## config.mk

```make
export PLATFORM = sky130hd
export DESIGN_NAME = psr_queue
export DESIGN_NICKNAME = d
export VERILOG_FILES = /design/src/rtl/psr_pkg.sv /design/src/rtl/psr_queue.sv
export SDC_FILE = /design/constraint.sdc
export NUM_CORES = 1
export LEC_CHECK = 0
export BUFFER_PORTS_ARGS = -buffer_cell sky130_fd_sc_hd__buf_2
export CORE_ASPECT_RATIO = 0.8
export CORE_MARGIN = 1.5
export CORE_UTILIZATION = 52
export CTS_CLUSTER_DIAMETER = 30
export DETAILED_ROUTE_END_ITERATION = 8
export PLACE_DENSITY = 0.87
export SLEW_MARGIN = 20
export SYNTH_ARGS = -nofsm -noshare
export SYNTH_HDL_FRONTEND = slang
export SYNTH_SLANG_ARGS = --single-unit
```

## constraint.sdc

```tcl
create_clock -name clk_i -period 5.4 [get_ports clk_i]
set_input_delay 0 -clock clk_i [delete_from_list [all_inputs] [get_ports clk_i]]
set_output_delay 0 -clock clk_i [all_outputs]
set_load 0.01 [all_outputs]
```

## src/rtl/psr_pkg.sv

```systemverilog
`timescale 1ns / 1ps
`default_nettype none
// Package for the palette scaler/rotator: command codes, state encodings,
// the job record passed from the front end to the back end, and RGB565 packing.
// No dependencies.
package psr_pkg;

  localparam int PSR_SRC_W = 320;
  localparam int PSR_SRC_H = 200;
  localparam int PSR_DST_W = 400;
  localparam int PSR_DST_H = 240;

  localparam int PSR_FAW_MAX = 20;
  localparam int PSR_OFF_W   = 17;
  localparam int PSR_COLOR_W = 16;
  localparam int PSR_QDEPTH  = 2;

  typedef enum logic [1:0] {
    CMD_PAL  = 2'd0,
    CMD_PIX  = 2'd1,
    CMD_READ = 2'd2
  } cmd_e;

  typedef enum logic [2:0] {
    FE_IDLE,
    FE_MUL,
    FE_DIV,
    FE_ADDR,
    FE_PUSH
  } fe_state_e;

  typedef enum logic [1:0] {
    BK_IDLE,
    BK_FRD,
    BK_DONE
  } bk_state_e;

  typedef struct packed {
    cmd_e                     kind;
    logic                     border;
    logic [PSR_FAW_MAX-1:0]   addr;
    logic [PSR_OFF_W-1:0]     offset;
    logic [7:0]               pal_idx;
    logic [PSR_COLOR_W-1:0]   data;
  } job_t;

  function automatic logic [PSR_COLOR_W-1:0] pack565(logic [7:0] r, logic [7:0] g,
                                                     logic [7:0] b);
    return {r[7:3], g[7:2], b[7:3]};
  endfunction

endpackage
`default_nettype wire

```

## src/rtl/psr_queue.sv

```systemverilog
`timescale 1ns / 1ps
`default_nettype none
// Short job queue between the front end and the back end.
// Uses psr_pkg for the job record and its depth.
module psr_queue (
  input  wire logic          clk_i,
  input  wire logic          rst_ni,
  input  wire logic          push_valid_i,
  output logic               push_ready_o,
  input  wire psr_pkg::job_t push_job_i,
  output logic               pop_valid_o,
  input  wire logic          pop_i,
  output psr_pkg::job_t      pop_job_o
);

  localparam int QD  = psr_pkg::PSR_QDEPTH;
  localparam int QAW = $clog2(QD);
  localparam int CW  = $clog2(QD + 1);

  psr_pkg::job_t   slot_q [QD];
  logic [QAW-1:0]  wptr_q;
  logic [QAW-1:0]  rptr_q;
  logic [CW-1:0]   count_q;
  logic            do_push;
  logic            do_pop;

  assign push_ready_o = count_q != CW'(QD);
  assign pop_valid_o  = count_q != '0;
  assign do_push      = push_valid_i && push_ready_o;
  assign do_pop       = pop_i && pop_valid_o;
  assign pop_job_o    = slot_q[rptr_q];

  always_ff @(posedge clk_i or negedge rst_ni) begin
    if (!rst_ni) begin
      wptr_q  <= '0;
      rptr_q  <= '0;
      count_q <= '0;
    end else begin
      if (do_push) begin
        wptr_q <= (wptr_q == QAW'(QD - 1)) ? '0 : wptr_q + QAW'(1);
      end
      if (do_pop) begin
        rptr_q <= (rptr_q == QAW'(QD - 1)) ? '0 : rptr_q + QAW'(1);
      end
      if (do_push && !do_pop) begin
        count_q <= count_q + CW'(1);
      end else if (do_pop && !do_push) begin
        count_q <= count_q - CW'(1);
      end
    end
  end

  always_ff @(posedge clk_i) begin
    if (do_push) begin
      slot_q[wptr_q] <= push_job_i;
    end
  end

  assert property (@(posedge clk_i) disable iff (!rst_ni) count_q <= CW'(QD))
    else $error("Job queue holds more items than its depth.");

  assert property (@(posedge clk_i) disable iff (!rst_ni)
    (do_push && !do_pop) |=> (count_q == $past(count_q) + CW'(1)))
    else $error("Job queue count did not follow a lone push.");

endmodule
`default_nettype wire

```

======== After elaboration in Yosys (flattened, before gate mapping) ========
Memory sizes are Yosys's and may differ from the RTL's.
Index checks and enable logic that the tools add are counted.
operators by class
  add/sub/neg operators ................... 4
  equal/unequal tests ..................... 1
  multiplexer cells ....................... 6
  reduce and logical (&&, ||, !) cells .... 8
operator list
  cell                 count
  $logic_and 1x1->1    4
  $mux 1               4
  $mux 2               2
  $reduce_bool 2->1    2
  $add 1x1->1 const B  2
  $add 2x1->2 const B  1
  $logic_not 1->1      2
  $ne 2x2->1 const B   1
  $sub 2x1->2 const B  1
word-level totals
  register bits ........................... 4
  RAM bits ................................ 128
  output and inout bits ................... 66
  logic and storage cells ................. 23
  memories kept ........................... 1
memory list
  memory  depth  width  read ports  clocked after Yosys merged registers in  write ports  RTL line         RTL
  slot_q  2      64     1           0                                        1            psr_queue.sv:20  psr_pkg::job_t slot_q [QD];

======== Longest topological paths before layout ========
  word-level depth ........................ 6
  mapped depth ............................ 7
  depth with buffers taken out ............ 7

======== Worst setup path after synthesis ========
OpenSTA, ideal clock, no wires.
  path type ............................... reg2reg
  start ................................... reg count_q[0]
  end ..................................... mem slot_q[0][0] in the netlist's numbering (enable)
  data arrival time ....................... 3.376 ns
  data required time ...................... 4.914 ns
  path slack .............................. 1.538 ns
  stages on the path, launching flop included .. 4
  path buffers ............................ 0
  clock period less this slack ............ 3.862 ns
  cells stage by stage .................... dfrtp_1 nand2b_1 nand2_1 nor2_1
between the ends
  word-level cells in the longest chain between the ends .. 4
ends and longest elaborated chain
  element                       RTL line         RTL
  start, declared               psr_queue.sv:23  logic [CW-1:0] count_q;
  start signal, assigned        psr_queue.sv:46  count_q <= count_q + CW'(1);
  start signal, assigned        psr_queue.sv:48  count_q <= count_q - CW'(1);
  $ne 2x2->1                    psr_queue.sv:27  assign push_ready_o = count_q != CW'(QD);
  named net push_ready_o        psr_queue.sv:9   output logic push_ready_o,
  $logic_and 1x1->1             psr_queue.sv:29  assign do_push = push_valid_i && push_ready_o;
  $mux 1                        psr_queue.sv:54  if (do_push) begin
  $mux 1 (implied by the code)  psr_queue.sv:55  slot_q[wptr_q] <= push_job_i;
  end, declared                 psr_queue.sv:20
The timed path passes the listed nets, and every way through them passes these cells.

======== Worst setup path in the final report ========
  start ................................... reg count_q[0]
  end ..................................... mem slot_q[0][62] in the netlist's numbering (enable)
between the ends
  word-level cells in the longest chain between the ends .. 4
ends and longest elaborated chain
  element                       RTL line
  $ne 2x2->1                    psr_queue.sv:27
  $logic_and 1x1->1             psr_queue.sv:29
  $mux 1                        psr_queue.sv:54
  $mux 1 (implied by the code)  psr_queue.sv:55
Every way passes these cells.

==> flow_metrics.env <==
export IMPL_status="complete, no violations"
export IMPL_wl_um=9690
export IMPL_synth_mux_area_fraction=0.181
export IMPL_synth_ff_latch_count=132
export IMPL_syn_instance_count=217
export IMPL_synth_fa_ha_area_frac=0.00249
export IMPL_drc=0
export IMPL_rsz0062_at_grt="no"
export IMPL_worstSetupPathType="reg -> reg"
export IMPL_port_buffers=133
export IMPL_cts_sinks=132
export IMPL_start_util=0.544
export IMPL_clock_latency_ns=0.40
export IMPL_dieArea_um2=10300
export IMPL_yosys_area_top_type="edfxtp_1"
export IMPL_finalSetupViolCount=0
export IMPL_tns_ns=0
export IMPL_cts_tree="done"
export IMPL_synth_edf_count=128
export IMPL_crit_chain="nand2b_1 -> nand2_1 -> nor2_4 -> buf_4"
export IMPL_numPlacedInstances=460
export IMPL_gp_congestion=0.755
export IMPL_vias_per_cell=4.89
export IMPL_clk_pin_slew_ns=0.06
export IMPL_diodes=0
export IMPL_yosys_warnings=0
export IMPL_finClkSkew_ns=0.00970
export IMPL_yosysTopAreaCellShare=0.766
export IMPL_grt_start_max_net_pins=66
export IMPL_max_slew_margin_rel=0.421
export IMPL_synthXorXnorAreaFrac=0.00873
export IMPL_synthSimpleGateAreaFrac=0.00673
export IMPL_grt_use_total=0.199
export IMPL_synth_top_family_by_area="multiplexers"
export IMPL_overflow=0
export IMPL_r2r_slack_ns=3.06
export IMPL_yosysMostFrequentCell="edfxtp_1"
export IMPL_die_x_um=113
export IMPL_tightestPinTransition_ns=0.866
export IMPL_clockRootBuffer="clkbuf_16"
export IMPL_synthTopCellsByCount="edfxtp_1 (128), mux2_4 (50), mux2_2 (14), buf_6 (6), dfrtp_1 (4)"
export IMPL_synth_nets=286
export IMPL_grt_pass1_wl_um=15100
export IMPL_postRouteAntennaNets=0
export IMPL_die_y_um=90.9
export IMPL_postCtsSetupBuffers=0
export IMPL_hold_path_class="in -> reg"
export IMPL_fmax_mhz=428
export IMPL_syn_to_final_growth_pct=40.6
export IMPL_rows=31
export IMPL_critPathLaunchType="flip-flop"
export IMPL_ys_seq_area_frac=0.786
export IMPL_cts_buffers=17
export IMPL_grt_pass1_vias=3000
export IMPL_synth_avg_cell_area_um2=23.1
export IMPL_finalCriticalPeriod_ns=2.34
export IMPL_synth_cell_types=15
export IMPL_max_vdd_ir_drop_v=0.000387
export IMPL_finalCritPeriodShare=0.433
export IMPL_dp_hpwl_um=5290
export IMPL_hold_viol_final=0
export IMPL_cp_max_fo=34
export IMPL_power_leakage_nw=2.84
export IMPL_antenna_found_initial=0
export IMPL_critPathMaxStageDelay_ns=0.69
export IMPL_worst_ep_required_time_ns=5.44
export IMPL_p_total_w=0.00370
export IMPL_core_um2=9230
export IMPL_drt_initial_drc_count=134
export IMPL_synth_area_top_cells="edfxtp_1 (77%), mux2_4 (15%), mux2_2 (3.1%)"
export IMPL_powerDensity_nw_per_um2=524
export IMPL_arrival_ns=2.38
export IMPL_nFillCells=530
export IMPL_htree_levels=4
export IMPL_route_detailed_wl_per_inst_um=17.3
export IMPL_cap_violations=0
export IMPL_async_flop_share=0.0303
export IMPL_fin_cells=561
export IMPL_crit_buf_inv=1
export IMPL_first_pass_iters=4
export IMPL_utilization=0.765
export IMPL_synth_compound_area_frac=0
export IMPL_cp_end_kind="flip-flop"
export IMPL_finalMaxSlewViolations=0
export IMPL_final_nets=502
export IMPL_synth_ff_type="edfxtp_1"
export IMPL_cpLargestDelayFamily="simple AND/OR/NAND/NOR gates"
export IMPL_pin_count=134
export IMPL_synth_area_um2=5020
export IMPL_cp_slowest_cell="nor2_4"
export IMPL_vias=2741
export IMPL_final_layout_size_suffix_gt1_frac=0.518
export IMPL_clk_path_buf_depth=2
## per-layer routing
metal / GRT usage / share of wire / vias up
met3: 0.0819 / 0.075 / 14
met4: 0.0654 / 0.011 / 0
met2: 0.350 / 0.52 / 109
li1: - / - / 1287
met5: 0 / 0 / -
met1: 0.217 / 0.40 / 1331
## repair_timing
action / in CTS / in global routing
resized for setup: 0 / 0
endpoints found under the setup margin: 0 / 0
hold buffers: 68 / 0
endpoints found under the hold margin: 134 / 0
## power breakdown
group | total (W) | switching [W] | internal (W)
Clock | 0.00108 | 0.000410 | 0.000672
Combinational | 0.00109 | 0.000515 | 0.000577
Sequential | 0.00152 | 0.000116 | 0.00141
## metrics by stage
| stage | hold slack, ns | instance area (um2) | setup WS [ns] |
|---|---|---|---|
| 2_1_floorplan | -0.296 | 5020 | 1.54 |
| 5_1_grt | 0.308 | 7060 | 2.84 |
| 4_1_cts | 0.297 | 7030 | 3.03 |
| 6_report | 0.325 | 7060 | 3.06 |
| 3_5_place_dp | -0.193 | 5780 | 3.03 |
| 3_3_place_gp | -0.193 | 5780 | 3.13 |
## cells by family (layout without fill, tap and decap cells)
group,after synthesis,count (layout)
fa+ha+maj,1,1
mux,64,64
flops,132,132
buf+inv,8,237
simple gates,7,7
xor+xnor,5,5
## worst paths after layout
| path | from | to | cells after the start |
|---|---|---|---|
| hold / removal | push_job_i[13] | slot_q[0][13] | 2 |
| max in group asynchronous | rst_ni | rptr_q | 3 |
| hold reg to reg | count_q[1] | count_q[1] | 1 |
| setup / recovery | count_q[0] | slot_q[0][62] | 4 |
| setup reg to reg | count_q[0] | slot_q[0][62] | 4 |
| min in group asynchronous | rst_ni | wptr_q | 3 |
## registers in the layout, summed over array words and instances (netlist names)
signal and cells:
slot_q 128, rptr_q 1, wptr_q 1, count_q 2
## worst reg2reg max path: stages, from the launching register on
cell and delay [ns]:
dfrtp_1 0.41, nand2b_1 0.16, nand2_1 0.14, nor2_4 0.69, buf_4 0.55
## cell type report
type	count	area, um2	area share
sequential	132	3950	0.559
clock inverter	15	141	0.0200
timing repair buffer	204	1390	0.197
inverter	1	3.75	0.000532
tap	115	144	0.0204
clock buffer	17	425	0.0603
multi-input combinational	77	1010	0.143
## layout by cell type (no fill, tap or decap)
| cell type | Yosys | layout |
|---|---|---|
| buf_2 | 1 | 133 |
| edfxtp_1 | 128 | 128 |
| dlygate4sd3_1 | 0 | 68 |
| mux2_4 | 50 | 50 |
| clkbuf_16 | 0 | 17 |
| mux2_2 | 14 | 14 |
| clkinv_1 | 0 | 4 |
| clkinvlp_4 | 0 | 4 |
| xnor2_1 | 3 | 3 |
| clkinv_4 | 0 | 3 |
| dfrtp_1 | 4 | 3 |
| nand2_1 | 2 | 2 |
| xor2_1 | 2 | 2 |
| bufinv_16 | 0 | 2 |
| clkinv_2 | 0 | 2 |
| buf_4 | 0 | 2 |
| nand2b_1 | 1 | 1 |
| inv_1 | 1 | 1 |
| or2_1 | 1 | 1 |
| and3_2 | 0 | 1 |
| nor2_4 | 0 | 1 |
| nor2_1 | 2 | 1 |
| ha_1 | 1 | 1 |
| buf_16 | 0 | 1 |
| dfrtp_4 | 0 | 1 |
(Power assumes the default switching activity.)
