**src/rtl/psr_pkg.sv**
```systemverilog
`timescale 1ns / 1ps
`default_nettype none
// Package for the palette scaler/rotator: command codes, state encodings,
// the job record passed from the front end to the back end, and RGB565 packing.
// No dependencies.
package psr_pkg;

  localparam int PSR_SRC_W = 320;
  localparam int PSR_SRC_H = 200;
  localparam int PSR_DST_W = 400;
  localparam int PSR_DST_H = 240;

  localparam int PSR_FAW_MAX = 20;
  localparam int PSR_OFF_W   = 17;
  localparam int PSR_COLOR_W = 16;
  localparam int PSR_QDEPTH  = 2;

  typedef enum logic [1:0] {
    CMD_PAL  = 2'd0,
    CMD_PIX  = 2'd1,
    CMD_READ = 2'd2
  } cmd_e;

  typedef enum logic [2:0] {
    FE_IDLE,
    FE_MUL,
    FE_DIV,
    FE_ADDR,
    FE_PUSH
  } fe_state_e;

  typedef enum logic [1:0] {
    BK_IDLE,
    BK_FRD,
    BK_DONE
  } bk_state_e;

  typedef struct packed {
    cmd_e                     kind;
    logic                     border;
    logic [PSR_FAW_MAX-1:0]   addr;
    logic [PSR_OFF_W-1:0]     offset;
    logic [7:0]               pal_idx;
    logic [PSR_COLOR_W-1:0]   data;
  } job_t;

  function automatic logic [PSR_COLOR_W-1:0] pack565(logic [7:0] r, logic [7:0] g,
                                                     logic [7:0] b);
    return {r[7:3], g[7:2], b[7:3]};
  endfunction

endpackage
`default_nettype wire

```
**src/rtl/psr_front.sv**
```systemverilog
`timescale 1ns / 1ps
`default_nettype none
// Front end: accepts items, drops those that do nothing, and works out the
// frame address, border flag and rotated offset in its multiply, divide and address steps. Uses psr_pkg.
module psr_front #(
  parameter int SRC_W = psr_pkg::PSR_SRC_W,
  parameter int SRC_H = psr_pkg::PSR_SRC_H,
  parameter int DST_W = psr_pkg::PSR_DST_W,
  parameter int DST_H = psr_pkg::PSR_DST_H
) (
  input  wire logic         clk_i,
  input  wire logic         rst_ni,
  input  wire logic         stretch_i,
  input  wire logic         in_valid_i,
  output logic              in_stall_o,
  input  wire logic [1:0]   cmd_i,
  input  wire logic [7:0]   pal_index_i,
  input  wire logic [7:0]   red_i,
  input  wire logic [7:0]   green_i,
  input  wire logic [7:0]   blue_i,
  input  wire logic [8:0]   src_x_i,
  input  wire logic [7:0]   src_y_i,
  input  wire logic [7:0]   pixel_value_i,
  input  wire logic [8:0]   scr_x_i,
  input  wire logic [7:0]   scr_y_i,
  output logic              job_valid_o,
  input  wire logic         job_ready_i,
  output psr_pkg::job_t     job_o
);

  localparam int SXW  = $clog2(SRC_W);
  localparam int SYW  = $clog2(SRC_H);
  localparam int DXW  = $clog2(DST_W);
  localparam int DYW  = $clog2(DST_H);
  localparam int FAW  = $clog2(SRC_W * SRC_H);
  localparam int OFFW = $clog2(DST_W * DST_H);
  localparam int NXW  = $clog2(DST_W * SRC_W);
  localparam int NYW  = $clog2(DST_H * SRC_H);
  localparam int KX   = NXW + $clog2(DST_W + 1);
  localparam int KY   = NYW + $clog2(DST_H + 1);
  localparam int RXW  = KX - $clog2(DST_W) + 2;
  localparam int RYW  = KY - $clog2(DST_H) + 2;
  localparam int PXW  = NXW + RXW;
  localparam int PYW  = NYW + RYW;
  localparam int NXS  = ((DXW > SXW) ? DXW : SXW) + 2;
  localparam int NYS  = ((DYW > SYW) ? DYW : SYW) + 2;
  localparam int OFFX = (DST_W - SRC_W) / 2;
  localparam int OFFY = (DST_H - SRC_H) / 2;

  localparam logic [63:0] RX_FULL = ((64'd1 << KX) + 64'(DST_W) - 64'd1) / 64'(DST_W);
  localparam logic [63:0] RY_FULL = ((64'd1 << KY) + 64'(DST_H) - 64'd1) / 64'(DST_H);
  localparam logic [RXW-1:0] RX = RXW'(RX_FULL);
  localparam logic [RYW-1:0] RY = RYW'(RY_FULL);

  psr_pkg::fe_state_e state_q, state_d;

  psr_pkg::cmd_e          kind_q;
  logic [7:0]             pal_idx_q;
  logic [15:0]            color_q;
  logic [7:0]             pix_q;
  logic [8:0]             src_x_q;
  logic [7:0]             src_y_q;
  logic [8:0]             scr_x_q;
  logic [7:0]             scr_y_q;

  logic [NXW-1:0]         nx_q;
  logic [NYW-1:0]         ny_q;
  logic [OFFW-1:0]        off_q;
  logic [SXW-1:0]         nsx_q;
  logic [SYW-1:0]         nsy_q;
  logic                   nin_q;

  logic [SXW-1:0]         sx_q, sx_d;
  logic [SYW-1:0]         sy_q, sy_d;
  logic                   border_q, border_d;
  logic [FAW-1:0]         addr_q;

  logic                   accept_c;
  logic                   keep_c;
  logic [DXW-1:0]         x_c;
  logic [DYW-1:0]         y_c;
  logic signed [NXS-1:0]  xn_c;
  logic signed [NYS-1:0]  yn_c;
  logic [PXW-1:0]         px_c;
  logic [PYW-1:0]         py_c;

  assign accept_c = in_valid_i && !in_stall_o;

  always_comb begin
    case (psr_pkg::cmd_e'(cmd_i))
      psr_pkg::CMD_PAL:  keep_c = 1'b1;
      psr_pkg::CMD_PIX:  keep_c = (32'(src_x_i) < 32'(SRC_W)) && (32'(src_y_i) < 32'(SRC_H));
      psr_pkg::CMD_READ: keep_c = (32'(scr_x_i) < 32'(DST_W)) && (32'(scr_y_i) < 32'(DST_H));
      default:           keep_c = 1'b0;
    endcase
  end

  always_comb begin
    state_d = state_q;
    case (state_q)
      psr_pkg::FE_IDLE: begin
        if (accept_c && keep_c) begin
          state_d = psr_pkg::FE_MUL;
        end
      end
      psr_pkg::FE_MUL:  state_d = psr_pkg::FE_DIV;
      psr_pkg::FE_DIV:  state_d = psr_pkg::FE_ADDR;
      psr_pkg::FE_ADDR: state_d = psr_pkg::FE_PUSH;
      psr_pkg::FE_PUSH: begin
        if (job_ready_i) begin
          state_d = (accept_c && keep_c) ? psr_pkg::FE_MUL : psr_pkg::FE_IDLE;
        end
      end
      default: state_d = psr_pkg::FE_IDLE;
    endcase
  end

  always_comb begin
    in_stall_o  = 1'b1;
    job_valid_o = 1'b0;
    case (state_q)
      psr_pkg::FE_IDLE: in_stall_o = 1'b0;
      psr_pkg::FE_PUSH: begin
        job_valid_o = 1'b1;
        in_stall_o  = !job_ready_i;
      end
      default: begin
        in_stall_o  = 1'b1;
        job_valid_o = 1'b0;
      end
    endcase
  end

  always_ff @(posedge clk_i or negedge rst_ni) begin
    if (!rst_ni) begin
      state_q <= psr_pkg::FE_IDLE;
    end else begin
      state_q <= state_d;
    end
  end

  always_ff @(posedge clk_i) begin
    if (accept_c) begin
      kind_q    <= psr_pkg::cmd_e'(cmd_i);
      pal_idx_q <= pal_index_i;
      color_q   <= psr_pkg::pack565(red_i, green_i, blue_i);
      pix_q     <= pixel_value_i;
      src_x_q   <= src_x_i;
      src_y_q   <= src_y_i;
      scr_x_q   <= scr_x_i;
      scr_y_q   <= scr_y_i;
    end
  end

  assign x_c  = DXW'(scr_x_q);
  assign y_c  = DYW'(scr_y_q);
  assign xn_c = $signed(NXS'(x_c)) - $signed(NXS'(OFFX));
  assign yn_c = $signed(NYS'(y_c)) - $signed(NYS'(OFFY));

  always_ff @(posedge clk_i) begin
    nx_q  <= NXW'(x_c) * NXW'(SRC_W);
    ny_q  <= NYW'(y_c) * NYW'(SRC_H);
    off_q <= OFFW'(x_c) * OFFW'(DST_H) + OFFW'(DST_H - 1) - OFFW'(y_c);
    nsx_q <= SXW'(xn_c);
    nsy_q <= SYW'(yn_c);
    nin_q <= (xn_c >= 0) && (xn_c < $signed(NXS'(SRC_W))) &&
             (yn_c >= 0) && (yn_c < $signed(NYS'(SRC_H)));
  end

  // Floor division by the screen size is an exact reciprocal multiply.
  assign px_c = PXW'(nx_q) * PXW'(RX);
  assign py_c = PYW'(ny_q) * PYW'(RY);

  always_comb begin
    sx_d     = '0;
    sy_d     = '0;
    border_d = 1'b0;
    if (kind_q == psr_pkg::CMD_PIX) begin
      sx_d = SXW'(src_x_q);
      sy_d = SYW'(src_y_q);
    end else if (kind_q == psr_pkg::CMD_READ) begin
      if (stretch_i) begin
        sx_d = SXW'(px_c >> KX);
        sy_d = SYW'(py_c >> KY);
      end else begin
        sx_d     = nsx_q;
        sy_d     = nsy_q;
        border_d = !nin_q;
      end
    end
  end

  always_ff @(posedge clk_i) begin
    sx_q     <= sx_d;
    sy_q     <= sy_d;
    border_q <= border_d;
    addr_q   <= FAW'(sy_q) * FAW'(SRC_W) + FAW'(sx_q);
  end

  always_comb begin
    job_o.kind    = kind_q;
    job_o.border  = border_q;
    job_o.addr    = psr_pkg::PSR_FAW_MAX'(addr_q);
    job_o.offset  = psr_pkg::PSR_OFF_W'(off_q);
    job_o.pal_idx = pal_idx_q;
    job_o.data    = (kind_q == psr_pkg::CMD_PAL) ? color_q : {8'd0, pix_q};
  end

endmodule
`default_nettype wire

```
**config.mk**
```make
export PLATFORM = sky130hd
export DESIGN_NAME = psr_front
export DESIGN_NICKNAME = d
export VERILOG_FILES = /design/src/rtl/psr_pkg.sv /design/src/rtl/psr_front.sv
export SDC_FILE = /design/constraint.sdc
export NUM_CORES = 1
export LEC_CHECK = 0
export BUFFER_PORTS_ARGS = -buffer_cell sky130_fd_sc_hd__buf_2
export CAP_MARGIN = 10
export CORE_MARGIN = 2
export CORE_UTILIZATION = 40
export CTS_CLUSTER_SIZE = 40
export DETAILED_ROUTE_END_ITERATION = 8
export RECOVER_POWER = 100
export SYNTH_ARGS = -nofsm -noshare
export SYNTH_HDL_FRONTEND = slang
export SYNTH_SLANG_ARGS = --single-unit
```
**constraint.sdc**
```tcl
create_clock -name clk_i -period 6.6 [get_ports clk_i]
set_input_delay 0.33 -clock clk_i [delete_from_list [all_inputs] [get_ports clk_i]]
set_output_delay 0.33 -clock clk_i [all_outputs]
set_load 0.03 [all_outputs]
```
# Word level (Yosys, flattened, before mapping)
# Cells that the tools add are included.
[classes] n_addsub=5 multipliers=6 magnitude_cmp=8 n_eq_ne=10 muxes=14 n_bitwise=1 n_reduce_logical=15
[ops] operator="$mul A11 B18 Y29 const B" n=1
[ops] operator="$mul A13 B16 Y28 const B" n=1
[ops] operator="$lt A9 B9 Y1 const B" n=3
[ops] operator="$mux W9" n=3
[ops] operator="$mux W8" n=3
[ops] operator="$add A17 B8 Y17 const B" n=1
[ops] operator="$sub A17 B8 Y17" n=1
[ops] operator="$add A16 B9 Y16" n=1
[ops] operator="$lt A8 B8 Y1 const B" n=2
[ops] operator="$mux W16" n=1
[ops] operator="$pmux W3 S5" n=1
[ops] operator="$mul A8 B5 Y13 const B" n=1
[ops] operator="$mul A9 B4 Y13 const B" n=1
[ops] operator="$mul A9 B3 Y11 const B" n=1
[ops] operator="$ge A10 B1 Y1 const B" n=1
[ops] operator="$lt A10 B10 Y1 const B" n=1
[ops] operator="$mul A8 B3 Y10 const B" n=1
[ops] operator="$sub A9 B6 Y10 const B" n=1
[ops] operator="$ge A9 B1 Y1 const B" n=1
[ops] operator="$sub A8 B5 Y9 const B" n=1
[ops] operator="$logic_and A1 B1 Y1" n=7
[ops] operator="$eq A3 B2 Y1 const B" n=2
[ops] operator="$mux W3" n=2
[ops] operator="$eq A2 B1 Y1 const B" n=2
[ops] operator="13 further kinds" n=19
[totals] regBits=164 in_bits=81 elab_cells=78

# Depth between registers and ports, before layout
# Gate-level depths: netlist (run 1).
[logic_depth] word_depth=8 mapped_depth=18

# Worst setup path before layout (run 1)
# No wires, ideal clock.
[synth_path] path_type="flip-flop to flip-flop" from="reg nx_q[15]" to="reg sx_q[6]" setup_time_ns=0.126 t_arrival_ns=4.705 required_ns=6.474 path_slack_ns=1.769 stages_incl_launch_ff=17 path_cell_list="dfxtp_1 > fa_1 > fa_1 > fa_1 > inv_1 > fa_1 > fa_1 > inv_1 > ha_1 > a211oi_1 > o21ai_0 > nand3_1 > o211ai_2 > o221ai_2 > o21a_1 > xor2_1 > o21ai_1"
[synth_between] elab_chain_len=4
[synth_lines] element="start, declared" line_no="psr_front.sv:66" text="logic [NXW-1:0] nx_q;"
[synth_lines] element="start signal, assigned" line_no="psr_front.sv:161" text="nx_q <= NXW'(x_c) * NXW'(SRC_W);"
[synth_lines] element="$mul A11 B18 Y29" line_no="psr_front.sv:171" text="assign px_c = PXW'(nx_q) * PXW'(RX);"
[synth_lines] element="$mux W9" line_no="psr_front.sv:182" text="if (stretch_i) begin"
[synth_lines] element="$mux W9" line_no="psr_front.sv:181" text="end else if (kind_q == psr_pkg::CMD_READ) begin"
[synth_lines] element="$mux W9" line_no="psr_front.sv:178" text="if (kind_q == psr_pkg::CMD_PIX) begin"
[synth_lines] element="net sx_d[6]" line_no="psr_front.sv:73" text="logic [SXW-1:0] sx_q, sx_d;"
[synth_lines] element="end signal, assigned" line_no="psr_front.sv:194" text="sx_q <= sx_d;"
[synth_lines] element="end, declared" line_no="psr_front.sv:73"
# The timed path passes the listed nets, and every way through them passes these cells.
# A chain may end at the register's enable or synchronous reset.

# Final worst setup path (run 1)
[layout_path] from="reg nx_q[12]" to="reg sx_q[6]"
# Same word-level chain as after synthesis.

==> flow_metrics.env, run 1 <==
export IMPL_first_pass_iters=4
export IMPL_critPathBufInv=4
export IMPL_cts_buffer_depth=2
export IMPL_drt_total_wl_mm=24.9
export IMPL_die_h_um=180
export IMPL_overflow=0
export IMPL_portBuffers=134
export IMPL_layout_drive_gt1_share=0.0901
export IMPL_min_path_type="primary input to register"
export IMPL_synth_edf_count=68
export IMPL_rows=64
export IMPL_skew_ns=0.00855
export IMPL_nFillCells=2863
export IMPL_die_w_um=180
export IMPL_htree_levels=4
export IMPL_ys_warn_count=0
export IMPL_grtUsageTotal=0.161
export IMPL_cts_repair_resized=0
export IMPL_critPathSlowestCell="dfxtp_1"
export IMPL_path_cells="fa_1, ha_1, inv_1, fa_1, inv_1, fa_1, inv_1, fa_1, inv_1, ha_1, a21oi_1, a21oi_1, a211oi_1, o211ai_1, o221ai_1, o21a_1, xor2_1, o21ai_0"
export IMPL_yosysUniqueCellTypes=67
export IMPL_avgSynthCellArea_um2=11.0
export IMPL_die_area_um2=32400
export IMPL_slowest_delay_ns=0.55
export IMPL_core_area_um2=30500
export IMPL_multi_input_area_um2=7510
export IMPL_grt_first_pass_wirelength_mm=41.8
export IMPL_cp_top_family="adder cells"
export IMPL_violations="max-capacitance violations, max-slew violations"
export IMPL_maxCapViolCount=1
export IMPL_antenna_found_initial=1
export IMPL_synthFlopType="dfxtp_1"
export IMPL_cts_setup_buffers=0
export IMPL_crit_path_max_fanout=7
export IMPL_avgRoutedWirePerCell_um=14.8
export IMPL_syn_inst=1127
export IMPL_grt_start_max_net_pins=70
export IMPL_drt_antenna_violating_nets=0
export IMPL_via_per_inst=4.78
export IMPL_first_iter_violations=312
export IMPL_start_util=0.406
export IMPL_numCtsBuffers=17
export IMPL_report_final_slew_viol_count=70
export IMPL_dpl_hpwl_mm=20.3
export IMPL_postSynthRegisterBits=159
export IMPL_cp_start_kind="register"
export IMPL_clock_latency_ns=0.43
export IMPL_async_flop_share=0.0189
export IMPL_regArea_um2=3880
export IMPL_hold_violations=0
export IMPL_slew_headroom=-1.25
export IMPL_netlist_area_um2=12400
export IMPL_ios=147
export IMPL_cts_tree="built"
export IMPL_setup_viol=0
export IMPL_cts_reportedPaths_clkPinSlew_ns=0.07
export IMPL_status="finished, violations left"
export IMPL_cp_arrival_ns=5.97
export IMPL_max_freq_ghz=0.176
export IMPL_gp_congestion=0.826
export IMPL_path_class="register to register"
export IMPL_utilization=0.458
export IMPL_end_kind="register"
export IMPL_period_share=0.860
export IMPL_setup_tns_ns=0
export IMPL_finalCriticalPeriod_ns=5.68
export IMPL_cts_root_buf="clkbuf_16"
export IMPL_fin_nets=1702
export IMPL_worst_slew_pin_slew_ns=3.37
export IMPL_grt_pass1_vias=8431
export IMPL_grt_setup_unrepaired="no"
export IMPL_hold_buffers=1
export IMPL_drcViolationCount=0
export IMPL_vias=8060
export IMPL_cp_required_ns=6.89
export IMPL_clock_sinks=159
export IMPL_yosysSeqAreaShare=0.313
export IMPL_area_delta_synth_final_pct=12.7
-- placed cells by master (no fill, tap or decap), types with 4 or more instances in the layout --
master	Yosys	final
a211oi_1	4	6
o211ai_1	2	4
inv_1	236	236
nand4_1	5	5
a21oi_1	46	48
clkbuf_16	0	18
o21a_1	5	5
a21o_1	15	15
nor2_1	24	24
xnor2_1	44	44
fa_1	98	98
conb_1	1	4
nand2_1	30	30
a21boi_0	3	4
and2_1	13	7
nor2b_1	6	6
clkbuf_1	4	70
edfxtp_1	68	68
xor2_1	19	19
nand3_1	19	19
inv_6	0	4
mux2_2	8	8
o21bai_1	10	10
or3_1	5	5
and2_0	0	6
and3_1	5	5
ha_1	248	248
dfxtp_1	88	88
a32oi_1	10	10
buf_2	0	66
nor3_1	11	11
o21ai_0	26	31
o31ai_1	4	4
-- cells by family (layout without fill, tap and decap cells) --
logic type / Yosys count / in the layout / synth area share
fa+ha+maj: 346 / 346 / 0.409
buf+inv: 249 / 407 / 0.0772
compound gates: 165 / 165 / 0.0924
flops: 159 / 159 / 0.313
simple gates: 135 / 135 / 0.0551
xor+xnor: 64 / 64 / 0.0458
mux: 8 / 8 / 0.00727
other cells: 1 / 5 / 0.000303
-- metal layers --
| metal | part of all wire | vias up | global-route usage | routed length (um) |
|---|---|---|---|---|
| met2 | 0.46 | 138 | 0.266 | 11400 |
| met3 | 0.031 | 26 | 0.0243 | 769 |
| met1 | 0.49 | 3822 | 0.218 | 12200 |
| li1 | - | 4074 | - | - |
| met4 | 0.017 | 0 | 0.0485 | 435 |
| met5 | 0 | - | 0 | 0 |
-- flip-flops by register name (all words and copies together), names as in the netlist, 3 cells and up --
| register | flops |
|---|---|
| off_q | 16 |
| state_q | 3 |
| ny_q | 11 |
| pal_idx_q | 8 |
| scr_y_q | 8 |
| nsy_q | 8 |
| sy_q | 8 |
| sx_q | 9 |
| src_x_q | 9 |
| color_q | 16 |
| src_y_q | 8 |
| pix_q | 8 |
| scr_x_q | 9 |
| nx_q | 9 |
| nsx_q | 9 |
| addr_q | 16 |
-- worst register-to-register path: cells and delay by family, from the launching register on --
family	cells	cell delay [ns]
DFF	1	0.55
xor gates and xnor gates	1	0.14
adders and majority gates	6	2.77
AOI/OAI and AO/OA	7	1.85
buffers and inverters	4	0.21
-- per-stage QoR --
| stage | setup slack, ns | instances | hold WS, ns | instance area, um2 |
|---|---|---|---|---|
| after floorplan | 1.77 | 1130 | 0.0344 | 12400 |
| after global placement | 1.36 | 1650 | 0.132 | 13500 |
| after detailed placement | 1.29 | 1650 | 0.133 | 13500 |
| after CTS | 1.26 | 1683 | 0.0394 | 14100 |
| after global routing | 0.530 | 1684 | 0.0465 | 14000 |
| final | 0.923 | 1685 | 0.0681 | 14000 |
-- synthesized netlist by cell type, types with 7 or more instances --
library cell | n | area share
a21oi_1 | 46 | 0.019
and2_1 | 13 | 0.0066
o21ai_0 | 26 | 0.011
nand3_1 | 19 | 0.0077
mux2_2 | 8 | 0.0073
o21ai_1 | 7 | 0.0028
nor3_1 | 11 | 0.0044
fa_1 | 98 | 0.16
a21o_1 | 15 | 0.0091
o21bai_1 | 10 | 0.0061
nor2_1 | 24 | 0.0073
nand2_1 | 30 | 0.0091
xor2_1 | 19 | 0.013
inv_1 | 236 | 0.071
dfxtp_1 | 88 | 0.14
ha_1 | 248 | 0.25
xnor2_1 | 44 | 0.031
a32oi_1 | 10 | 0.0071
edfxtp_1 | 68 | 0.16
-- final timing paths --
| kind | end | slack, ns | from | cells past startpoint |
|---|---|---|---|---|
| setup reg to reg | sx_q[6] | 0.92 | nx_q[12] | 18 |
| hold / removal | scr_x_q[0] | 0.07 | scr_x_i[0] | 1 |
| min in group asynchronous | state_q[0] | 0.24 | rst_ni | 2 |
| setup / recovery | sx_q[6] | 0.92 | nx_q[12] | 18 |
| max in group asynchronous | state_q[1] | 6.19 | rst_ni | 2 |
| hold reg to reg | addr_q[1] | 0.33 | sx_q[1] | 0 |
-- final cells by class --
cell class	instances	share of cell area
repair buffers	137	0.0434
flip-flops and latches	159	0.278
well taps	396	0.0355
diodes	1	0.000179
inverters	238	0.0640
clock inverters	13	0.00914
multi-input cells	722	0.538
clock buffers	19	0.0325
Power of run 1 is left out: the tool's default activity adds up to more than one toggle a clock period on the data nets, which glitch-free logic cannot reach.
==> inputs of run 2 (changes only) <==
Settings changed: ABC_AREA from default to 1.
==> flow_metrics.env, run 2 <==
export IMPL_area_delta_synth_final_pct=12.5
export IMPL_synth_compound_area_frac=0.0604
export IMPL_drcViolationCount=0
export IMPL_overflow=0
export IMPL_status="finished, violations left"
export IMPL_yosysUniqueCellTypes=41
export IMPL_r2r_start="state_q[0]"
export IMPL_skew_ns=0.0132
export IMPL_min_from="blue_i[5]"
export IMPL_grt_setup_unrepaired="no"
export IMPL_drt_antenna_violating_nets=0
export IMPL_synth_area_leaders="ha_1 23%, edfxtp_1 15%, fa_1 14%"
export IMPL_finalCriticalPeriod_ns=5.09
export IMPL_cp_top_family="simple AND/OR/NAND/NOR gates"
export IMPL_first_pass_iters=5
export IMPL_async_flop_share=0.0189
export IMPL_grt_first_pass_wirelength_mm=51.5
export IMPL_grt_start_max_net_pins=38
export IMPL_first_iter_violations=456
export IMPL_synthFlopType="dfxtp_1"
export IMPL_min_path_type="primary input to register"
export IMPL_critPathBufInv=2
export IMPL_worst_slew_pin_slew_ns=3.10
export IMPL_rows=67
export IMPL_clock_sinks=159
export IMPL_largestRegisters="addr_q: 16 flops, color_q: 16 flops, off_q: 16 flops"
export IMPL_setup_tns_ns=0
export IMPL_grtUsageTotal=0.181
export IMPL_avgRoutedWirePerCell_um=14.2
export IMPL_hold_violations=0
export IMPL_die_h_um=189
export IMPL_gp_congestion=0.934
export IMPL_avgSynthCellArea_um2=8.75
export IMPL_slowest_delay_ns=2.27
export IMPL_crit_path_max_fanout=37
export IMPL_ys_warn_count=0
export IMPL_ios=147
export IMPL_cts_buffer_depth=2
export IMPL_cts_tree="built"
export IMPL_cts_reportedPaths_clkPinSlew_ns=0.07
export IMPL_end_kind="register"
export IMPL_violations="max-capacitance violations, max-slew violations"
export IMPL_yosys_area_share_simple=0.158
export IMPL_dpl_hpwl_mm=26.1
export IMPL_path_class="register to register"
export IMPL_cp_required_ns=6.97
export IMPL_cts_root_buf="clkbuf_16"
export IMPL_drt_total_wl_mm=30.9
export IMPL_maxCapViolCount=2
export IMPL_final_cell_mix="322 x inv_1, 284 x nand2_1, 248 x ha_1, 121 x nor2_1, 98 x fa_1"
export IMPL_cp_start_kind="register"
export IMPL_final_common_cell="inv_1"
export IMPL_path_cells="nor2_1, inv_1, nor2_1, nand2_1, nand2_1, nor2_1, clkbuf_1, nand2_1, o21a_1, nor2_1"
export IMPL_setup_viol=0
export IMPL_layout_drive_gt1_share=0.0620
export IMPL_yosysTopAreaCellShare=0.226
export IMPL_numCtsBuffers=17
export IMPL_report_final_slew_viol_count=72
export IMPL_fin_nets=2140
export IMPL_synth_top_family_by_area="adder cells"
export IMPL_slew_headroom=-1.08
export IMPL_diodes=0
export IMPL_htree_levels=4
export IMPL_synth_xor_area_frac=0.0338
export IMPL_start_util=0.408
export IMPL_grt_pass1_vias=10700
export IMPL_postSynthRegisterBits=159
export IMPL_yosysSeqAreaShare=0.283
export IMPL_startpoint="state_q[0]"
export IMPL_critPathSlowestCell="nor2_1"
export IMPL_vias=10300
export IMPL_period_share=0.771
export IMPL_crit_path_frequent_cell="nor2_1"
export IMPL_antenna_found_initial=0
export IMPL_core_area_um2=33600
export IMPL_muxShareOfSynthArea=0
export IMPL_cp_arrival_ns=5.46
export IMPL_yosysMostFrequentCell="inv_1"
export IMPL_clock_latency_ns=0.43
export IMPL_synth_fa_ha_area_frac=0.369
export IMPL_netlist_area_um2=13700
export IMPL_synth_top_area_cell="ha_1"
export IMPL_max_freq_ghz=0.196
export IMPL_cts_repair_resized=0
export IMPL_cts_setup_buffers=0
export IMPL_die_w_um=189
export IMPL_ys_top_cells_by_count="322 x inv_1, 284 x nand2_1, 248 x ha_1"
export IMPL_via_per_inst=4.73
export IMPL_synth_edf_count=68
export IMPL_syn_inst=1566
export IMPL_portBuffers=134
export IMPL_die_area_um2=35800
[run 2: changes by cell type in the layout (fill, tap and decap cells not counted), sizes merged, moves of 10 or more]
cell | previous run | this run
nor2 | 24 | 126
nand2 | 30 | 290
nand4 | 5 | 19
a32oi | 10 | 0
and2 | 13 | 1
xor2 | 20 | 40
o21ai | 33 | 45
xnor2 | 44 | 12
clkbuf | 88 | 102
inv | 241 | 335
buf | 67 | 53
a21oi | 51 | 76
nand3 | 19 | 57
[run 2: worst paths after layout]
check	to	slack (ns)	cells past startpoint
min in group asynchronous	state_q[0]	0.24	2
min reg2reg	addr_q[3]	0.33	0
max in group asynchronous	state_q[2]	6.19	2
min	color_q[2]	0.07	1
max	state_q[0]	1.51	10
max reg2reg	state_q[0]	1.51	10
[run 2: repair_timing]
| item | CTS | global route |
|---|---|---|
| endpoints found under the hold margin | 3 | 0 |
| hold buffers | 1 | 0 |
| setup endpoints to repair | 0 | 0 |
[run 2: kinds of logic (layout without fill, tap and decap cells)]
| logic type | count (synthesis) | after routing |
|---|---|---|
| other | 1 | 4 |
| adder cells (fa/ha/maj) | 346 | 346 |
| XOR/XNOR | 52 | 52 |
| flip-flops | 159 | 159 |
| AO/OA/AOI/OAI | 152 | 152 |
| AND/OR/NAND/NOR | 514 | 514 |
| buffers and inverters | 342 | 499 |
[run 2: layer usage]
layer	wire [um]	track usage	share of wire	up-vias
li1	-	-	-	5270
met1	14800	0.243	0.48	4797
met2	14600	0.308	0.47	178
met3	1060	0.0261	0.034	30
met4	444	0.0424	0.014	0
met5	0	0	0	-
[run 2: final cells by class]
class	count	area, um2
Inverter	330	1240
Timing Repair Buffer	137	588
Multi-Input combinational cell	1068	8520
Tap cell	448	561
Fill cell	3328	18200
Clock buffer	19	433
Sequential cell	159	3880
Clock inverter	13	201
[run 2: per-stage QoR]
step	cell area (um2)	instances	hold WS (ns)	setup WS (ns)	utilization
floorplan	13700	1569	0.0344	2.11	-
global placement	14900	2141	0.128	1.68	0.443
detailed placement	14900	2141	0.135	1.57	0.443
CTS	15500	2174	0.0437	1.56	0.462
global route	15400	2174	0.0426	0.883	0.459
finish	15400	2174	0.0659	1.51	0.459
Power of run 2 is left out for the same reason.
==> inputs of run 3 (changes only) <==
Settings changed: ABC_AREA 1 to 0.
Clock period 6.6 ns to 5.05 ns, I/O delays scaled along.
==> flow_metrics.env, run 3 (synthesized netlist as in run 1, its figures left out) <==
export IMPL_layout_drive_gt1_share=0.113
export IMPL_setup_viol=0
export IMPL_htree_levels=4
export IMPL_violations="max-capacitance violations, max-slew violations"
export IMPL_cp_top_family="adder cells"
export IMPL_start_util=0.406
export IMPL_dpl_instance_area_um2=13700
export IMPL_multi_input_area_um2=7570
export IMPL_hold_slack_ns=0.0122
export IMPL_status="finished, violations left"
export IMPL_antenna_found_initial=0
export IMPL_diodes=0
export IMPL_fin_nets=1779
export IMPL_grt_pass1_vias=8832
export IMPL_cp_required_ns=5.33
export IMPL_die_area_um2=32400
export IMPL_skew_ns=0.0127
export IMPL_cts_reportedPaths_clkPinSlew_ns=0.06
export IMPL_cts_buffer_depth=2
export IMPL_drt_total_wl_mm=25.8
export IMPL_first_iter_violations=314
export IMPL_crit_path_frequent_cell="fa_1"
export IMPL_rows=64
export IMPL_avgRoutedWirePerCell_um=14.6
export IMPL_final_cell_mix="247 x ha_1, 236 x inv_1, 97 x fa_1, 81 x dfxtp_1, 74 x clkbuf_1"
export IMPL_core_area_um2=30500
export IMPL_setup_tns_ns=0
export IMPL_path_class="register to register"
export IMPL_cts_tree="built"
export IMPL_clock_latency_ns=0.43
export IMPL_hold_violations=0
export IMPL_vias=8331
export IMPL_gp_congestion=0.858
export IMPL_grt_first_pass_wirelength_mm=43.2
export IMPL_worst_slew_pin_slew_ns=3.37
export IMPL_slew_headroom=-1.25
export IMPL_die_w_um=180
export IMPL_critPathBufInv=6
export IMPL_maxCapViolCount=1
export IMPL_first_pass_iters=5
export IMPL_min_path_type="primary input to register"
export IMPL_path_cells="fa_1, inv_1, fa_1, inv_1, fa_1, inv_1, fa_1, fa_1, inv_1, ha_4, buf_4, and3_1, nand3_2, o211ai_4, o221ai_2, buf_6, a21oi_2, xnor2_1, o221ai_1"
export IMPL_die_h_um=180
export IMPL_crit_path_max_fanout=5
export IMPL_cp_arrival_ns=5.14
export IMPL_critPathSlowestCell="fa_1"
export IMPL_grtUsageTotal=0.166
export IMPL_clock_sinks=159
export IMPL_via_per_inst=4.73
export IMPL_ios=147
export IMPL_finalCriticalPeriod_ns=4.86
export IMPL_largestRegisters="addr_q: 16 flops, color_q: 16 flops, off_q: 16 flops"
export IMPL_numCtsBuffers=17
export IMPL_utilization=0.484
export IMPL_dpl_hpwl_mm=20.8
export IMPL_grt_start_max_net_pins=70
export IMPL_fin_area_um2=14800
export IMPL_final_common_cell="ha_1"
export IMPL_drcViolationCount=0
export IMPL_portBuffers=134
export IMPL_drt_antenna_violating_nets=0
export IMPL_max_freq_ghz=0.206
export IMPL_period_share=0.962
export IMPL_area_delta_synth_final_pct=19.2
export IMPL_cts_root_buf="clkbuf_16"
export IMPL_report_final_slew_viol_count=70
export IMPL_overflow=0
export IMPL_nFillCells=2816
export IMPL_cp_start_kind="register"
export IMPL_end_kind="register"
export IMPL_regArea_um2=3890
export IMPL_slowest_delay_ns=0.56
-- run 3: changes by cell type in the layout (fill, tap and decap cells not counted), moves of 11 or more --
| cell | delta |
|---|---|
| dlygate4sd3_1 | +53 |
| a21oi_1 | -31 |
| nand2_1 | -254 |
| nand3_1 | -39 |
| nand4_1 | -14 |
| buf_4 | +22 |
| clkbuf_1 | -11 |
| o21ai_0 | -16 |
| nor2_1 | -98 |
| xnor2_1 | +32 |
| xor2_1 | -20 |
| inv_1 | -86 |
-- run 3: path summary, 6_finish.rpt --
| check | startpoint | end | slack, ns | cells past startpoint |
|---|---|---|---|---|
| worst max-delay path | nx_q[8] | sx_q[8] | 0.19 | 19 |
| worst min-delay path | scr_x_i[3] | scr_x_q[3] | 0.01 | 1 |
| worst max register to register | nx_q[8] | sx_q[8] | 0.19 | 19 |
| worst min register to register | sx_q[1] | addr_q[1] | 0.33 | 0 |
| max in group asynchronous | rst_ni | state_q[2] | 4.71 | 2 |
| min in group asynchronous | rst_ni | state_q[1] | 0.18 | 2 |
-- run 3: cell type report --
cell class,instances,area share
multi-input cells,722,0.513
flip-flops and latches,159,0.263
repair buffers,214,0.0890
inverters,238,0.0605
well taps,396,0.0335
clock buffers,17,0.0288
clock inverters,15,0.0122
-- run 3: layer usage --
metal	share of wire	vias up	routed length [um]	track usage
met4	0.016	0	414	0.0481
met1	0.48	3959	12500	0.226
li1	-	4214	-	-
met2	0.47	136	12000	0.275
met5	0	-	0	0
met3	0.032	22	828	0.0211
-- run 3: through the flow --
step | setup WS (ns) | cells
2_1_floorplan | 0.219 | 1130
3_3_place_gp | 0.0585 | 1673
3_5_place_dp | 0.0204 | 1673
4_1_cts | 0.00365 | 1759
5_1_grt | -0.00903 | 1761
6_report | 0.193 | 1761
-- run 3: repair_timing --
item | CTS | global route
hold buffers | 54 | 0
buffers inserted | 0 | 1
endpoints found under the hold margin | 56 | 0
pin swaps | 0 | 9
setup endpoints to repair | 3 | 7
resized for setup | 1 | 19
Power of run 3 is left out for the same reason.
